**src/hw/rtl/msie_regfile.sv**
```systemverilog
// 32 x 32 register file: two registered read ports, one write port, zero after reset.
module msie_regfile (
  input  logic        clk,
  input  logic        rst_n,
  input  logic        rd_en,
  input  logic [4:0]  ra_a,
  input  logic [4:0]  ra_b,
  output logic [31:0] rd_a,
  output logic [31:0] rd_b,
  input  logic        we,
  input  logic [4:0]  wa,
  input  logic [31:0] wd
);
  logic [31:0] mem_r [32];
  logic [31:0] valid_r;
  logic [31:0] rd_a_r;
  logic [31:0] rd_b_r;

  always_ff @(posedge clk) begin
    if (!rst_n) begin
      valid_r <= '0;
    end else if (we) begin
      valid_r[wa] <= 1'b1;
    end
  end

  always_ff @(posedge clk) begin
    if (we) begin
      mem_r[wa] <= wd;
    end
  end

  // write-first: a read at the edge of a write to the same entry sees the new word
  always_ff @(posedge clk) begin
    if (rd_en) begin
      rd_a_r <= (we && wa == ra_a) ? wd : (valid_r[ra_a] ? mem_r[ra_a] : '0);
      rd_b_r <= (we && wa == ra_b) ? wd : (valid_r[ra_b] ? mem_r[ra_b] : '0);
    end
  end

  assign rd_a = rd_a_r;
  assign rd_b = rd_b_r;

endmodule

```
**config.mk**
```make
export PLATFORM = sky130hd
export DESIGN_NAME = msie_regfile
export DESIGN_NICKNAME = d
export VERILOG_FILES = /design/src/hw/rtl/msie_regfile.sv
export SDC_FILE = /design/constraint.sdc
export NUM_CORES = 2
export LEC_CHECK = 0
export BUFFER_PORTS_ARGS = -buffer_cell sky130_fd_sc_hd__buf_2
export CAP_MARGIN = 10
export CORE_MARGIN = 2
export CORE_UTILIZATION = 35
export CTS_CLUSTER_SIZE = 10
export DETAILED_ROUTE_END_ITERATION = 16
export GPL_ROUTABILITY_DRIVEN = 0
export SLEW_MARGIN = 20
export SYNTH_ARGS = -nofsm -noshare
export SYNTH_HDL_FRONTEND = slang
export SYNTH_SLANG_ARGS = --single-unit
```
**constraint.sdc**
```tcl
create_clock -name clk -period 5.9 [get_ports clk]
set_clock_uncertainty 0.05 [all_clocks]
set_input_delay 0 -clock clk [delete_from_list [all_inputs] [get_ports clk]]
set_output_delay 0 -clock clk [all_outputs]
set_load 0.01 [all_outputs]
```
* Yosys cells after proc, flatten, opt, wreduce, memory -nomap -nowiden
Memories as Yosys holds them, arrays and structs flattened.
Index checks and enable logic that the tools add are counted.
Widths: inputs -> output; s select.
** Word-level totals
- Register bits after elaboration :: 96
- Bits in latches :: 0
- Bits in writable memories :: 1024
- Memory bits (read-only) :: 0
- Output and inout port bits :: 64
- Word-level logic and storage cells :: 26
- Memories :: 1
** Operators by class
- $add $sub $neg :: 0
- Multiply operators :: 0
- Div/mod/pow operators :: 0
- Magnitude comparators :: 4
- Equality and inequality tests :: 2
- Shift operators :: 0
- Mux-type cells :: 12
- Bitwise gates (word level) :: 1
- Reductions and logical operators :: 3
** Memories
- mem_r :: depth 32, width 32, read ports 2, clocked after Yosys merged registers in 0, write ports 1, line 14 : logic [31:0] mem_r [32];
** Operators with widths (count)
- $mux 32 :: 4
- $or 32x32->32 :: 1
- $lt 5x6->1 const B :: 3
- $bmux 1 s5 :: 2
- $eq 5x5->1 :: 2
- $demux 1 s5 :: 1
- $ge 5x1->1 const B :: 1
- $mux 1 :: 5
- $logic_and 1x1->1 :: 3

* Longest topological paths before layout
- Word-level depth :: 5
- Mapped depth :: 10
- Depth with buffers taken out :: 5

* Worst setup path after synthesis
No wires, ideal clock.
- Path kind :: input -> register
- Start :: input port wa[0]
- End :: memory mem_r[28][0] (enable)
- Library setup time :: 0.423 ns
- Data arrival time :: 2.201 ns
- Data required time :: 5.427 ns
- Slack :: 3.226 ns
- Stages on the path :: 4
- Buffers on the path :: 2
- Cells stage by stage :: clkbuf_1 or3b_2 clkbuf_1 nor2_1
** RTL lines
- from (decl) :: line 11 : input logic [4:0] wa,
- to (decl) :: line 14
No word-level cell before the write port.

* Worst setup path after layout
- Start :: register valid_r[29]
- End :: register rd_a_r[18], in the netlist rd_a[18], data pin
** Between the ends
- Word-level cells in the longest chain between the ends :: 4
** Ends and longest elaborated chain
- from (decl) :: line 15 : logic [31:0] valid_r;
- from (signal assigned) :: line 21 : valid_r <= '0;
- from (signal, indexed assignment) :: line 23 : valid_r[wa] <= 1'b1;
- $bmux 1 s5 :: line 36 : rd_a_r <= (we && wa == ra_a) ? wd : (valid_r[ra_a] ? mem_r[ra_a] : '0);
- $mux 1 (not written as such) :: line 36
- $mux 32 (2 in a row) :: line 36
- to (signal assigned) :: line 36
- to (decl) :: line 16 : logic [31:0] rd_a_r;
Every way passes these cells. The select of a mux whose other input is x is not followed.
A chain may end at the register's enable or synchronous reset.

==> flow_summary.yaml <==
floorplan:
  core_um2: 143700
  fp.dieH_um: 384.4
  die_x_um: 384.4
  die_area_um2: 147700
  start_util_pct: 35.25
  rows: 139
  ios: 115
global_routing:
  grt_pass1_wl_um: 215800
  grtUsageMet2_pct: 35.16
  grt_usage_pct: 20.70
  overflow: 0
  use_met3_pct: 3.379
  grtUsageMet1_pct: 26.30
  grt_pass1_vias: 28875
  antenna_found_initial: 10
  busiest_layer: "met2"
  grt_max_degree: 105
drt:
  vias_per_cell: 6.141
  dr.first_iter.drc_count: 3627
  wl_per_cell_um: 33.89
  first_pass_iters: 12
  ant_nets: 0
  drc: 8
  drt-total-wl_um: 152600
  vias: 27653
timing:
  drv_slew: 0
  hold_ws_ns: 0.1377
  max-slew-margin-rel_pct: 22.95
  period_needed_ns: 2.930
  fmax_mhz: 341.3
  hold_viol_final: 0
  rsz0062_at_grt: "false"
  setup_violations: 0
  fin_crit_sh_pct: 49.66
  setup_tns_ns: 0
  tightest_slew_ns: 1.156
clock_tree:
  ctsRootBufferMaster: "clkbuf_16"
  clockBufferDepth: 3
  postCtsHoldBufs: 39
  cts_resized: 0
  cts_htree_levels: 4
  clock-sinks: 1120
  cts_tree: "done"
  clk-insertion-delay-late_ns: 0.75
  cts_buffers: 132
  clkTransAtPathRegs_ns: 0.06
  cts_setup_buffers: 0
synth:
  syn-cell-area_um2: 50640
  synth_fa_ha_area_share_pct: 0
  async_reset_ff_share_pct: 0
  synth_edf_count: 1088
  syn-num-nets: 2462
  synthFlopType: "edfxtp_1"
  synthTopCellsByArea: "edfxtp_1 65%, mux4_2 26%, a22oi_1 1.5%"
  synth_top_family_by_area: "multiplexers"
  synth_cells: 2411
  ys_warn_count: 0
  synth-compound-area-share_pct: 3.296
  yosys.area_share.simple_pct: 2.286
  synth_top_cell_by_area: "edfxtp_1"
  synth_cell_types: 41
  syn_avg_cell_area_um2: 21.00
  synthXorXnorAreaFrac_pct: 0.1730
  synth-seq-cells: 1120
  synth_mux_area_share_pct: 26.72
  ys_seq_area_share_pct: 65.79
  synth_top_area_share_pct: 64.52
power:
  power_density_nw_per_um2: 304.6
  power_leakage_nw: 17.70
  ir_drop_uv: 210.6
outcome:
  violations: "DRC"
  status: "finished, violations left"
critical_path:
  end_kind: "register"
  rr_endpoint: "rd_a[18]"
  crit_arrival_ns: 3.35
  worstReg2RegStart: "valid_r[29]"
  reg2regPathDepth: 6
  critPathMaxFanout: 17
  slowest_stage: "a21o_2"
  max_stage_delay_ns: 0.68
  setup.worst_path.start_class: "register"
  cp.required_ns: 6.32
  path_class: "reg -> reg"
  endpoint: "rd_a[18]"
  crit_start: "valid_r[29]"
  path_cells: "mux4_2 > a2bb2oi_1 > o2111ai_1 > a21o_2 > buf_4 > o21ai_1"
  r2r_slack_ns: 2.97
place:
  postPlaceCellArea_um2: 53610
  dpl.hpwl_um: 79350
  portBuffers: 114
  dp_cells: 4289
final_layout:
  drive_above_1_share_pct: 36.59
  final_area_um2: 57670
  syn_to_final_growth_pct: 13.89
  layout.nets: 2610
  final_cells: 4503
  final_cell_mix: "1088 x edfxtp_1, 582 x mux4_2, 137 x clkbuf_16"
  final_common_cell: "edfxtp_1"
hold_path:
  hold_path_class: "in -> reg"
flow_run:
  maxCapViolCount: 0
==> how the worst min path moves through the flow <==
stage	from	endpoint	slack, ns	cells after the start
3_3_place_gp	rd_b[26]	rd_b[26]	0.37	1
2_1_floorplan	wd[0]	mem_r[0][0]	0.05	0
5_1_grt	ra_a[3]	rd_a[1]	0.13	4
6_report	ra_a[3]	rd_a[1]	0.14	4
4_1_cts	ra_a[3]	rd_a[1]	0.09	4
3_5_place_dp	rd_a[30]	rd_a[30]	0.37	1
==> flip-flops by register name, indices dropped and copies added, names as in the netlist <==
signal and cells:
rd_b 32, mem_r 1024, rd_a 32, valid_r 32
==> cells by family after synthesis <==
family,Yosys count
buffers and inverters,204
XOR/XNOR,10
multiplexers,624
flip-flops,1120
AND/OR/NAND/NOR,232
AO/OA/AOI/OAI,221
==> Yosys cell counts, drive strengths merged, types with 2 or more instances <==
library cell / count
nand3: 5
buf: 78
edfxtp: 1088
o21ai: 31
inv: 4
nand3b: 38
nor2b: 3
clkbuf: 122
nor3: 2
a22oi: 98
xnor2: 2
o2111ai: 2
or3b: 3
nor2: 38
dfxtp: 32
nand2: 98
nand4: 33
mux4: 582
and3: 2
o21a: 36
mux2i: 41
a32o: 32
nor4: 2
a221oi: 4
or2: 4
o31ai: 2
a21o: 2
o32a: 3
a21oi: 6
nand2b: 2
xor2: 8
a2bb2oi: 2
==> worst max-delay path, delay by kind of cell (launching register included) <==
family	cells	cell delay [ns]
AO/OA/AOI/OAI	4	1.24
flip-flops	1	0.35
buffers and inverters	1	0.47
multiplexers	1	0.48
==> final cells by class <==
| class | count | area, um2 |
|---|---|---|
| diodes | 1 | 2.502 |
| clock buffers | 162 | 3542 |
| flip-flops and latches | 1120 | 33310 |
| repair buffers | 214 | 1563 |
| inverters | 4 | 16.27 |
| well taps | 1903 | 2381 |
| clock inverters | 12 | 128.9 |
| fillers | 12607 | 85990 |
| multi-input cells | 1087 | 16720 |
==> routing by layer <==
| layer | vias to the layer above | part of all wire, % |
|---|---|---|
| li1 | 10859 | - |
| met1 | 14963 | 37 |
| met2 | 1455 | 51 |
| met3 | 372 | 7.3 |
| met4 | 4 | 4.3 |
| met5 | - | 0.018 |
==> report_power, final <==
part           leakage (nW)  total, mW  switching (mW)  internal (mW)
Sequential             10.1       8.93          0.0648           8.86
Combinational          5.77       1.36           0.773          0.587
Clock                  1.79       7.28            3.09           4.18
==> through the flow <==
step	total power, mW	setup slack [ns]	util, %
CTS	17.69	2.986	40.14
detailed placement	10.43	2.474	37.32
floorplan	9.913	3.226	-
finish	17.56	2.970	40.14
global route	18.05	2.922	40.14
global placement	10.41	2.513	37.28
Note: power is estimated with default switching activity, not from simulation.
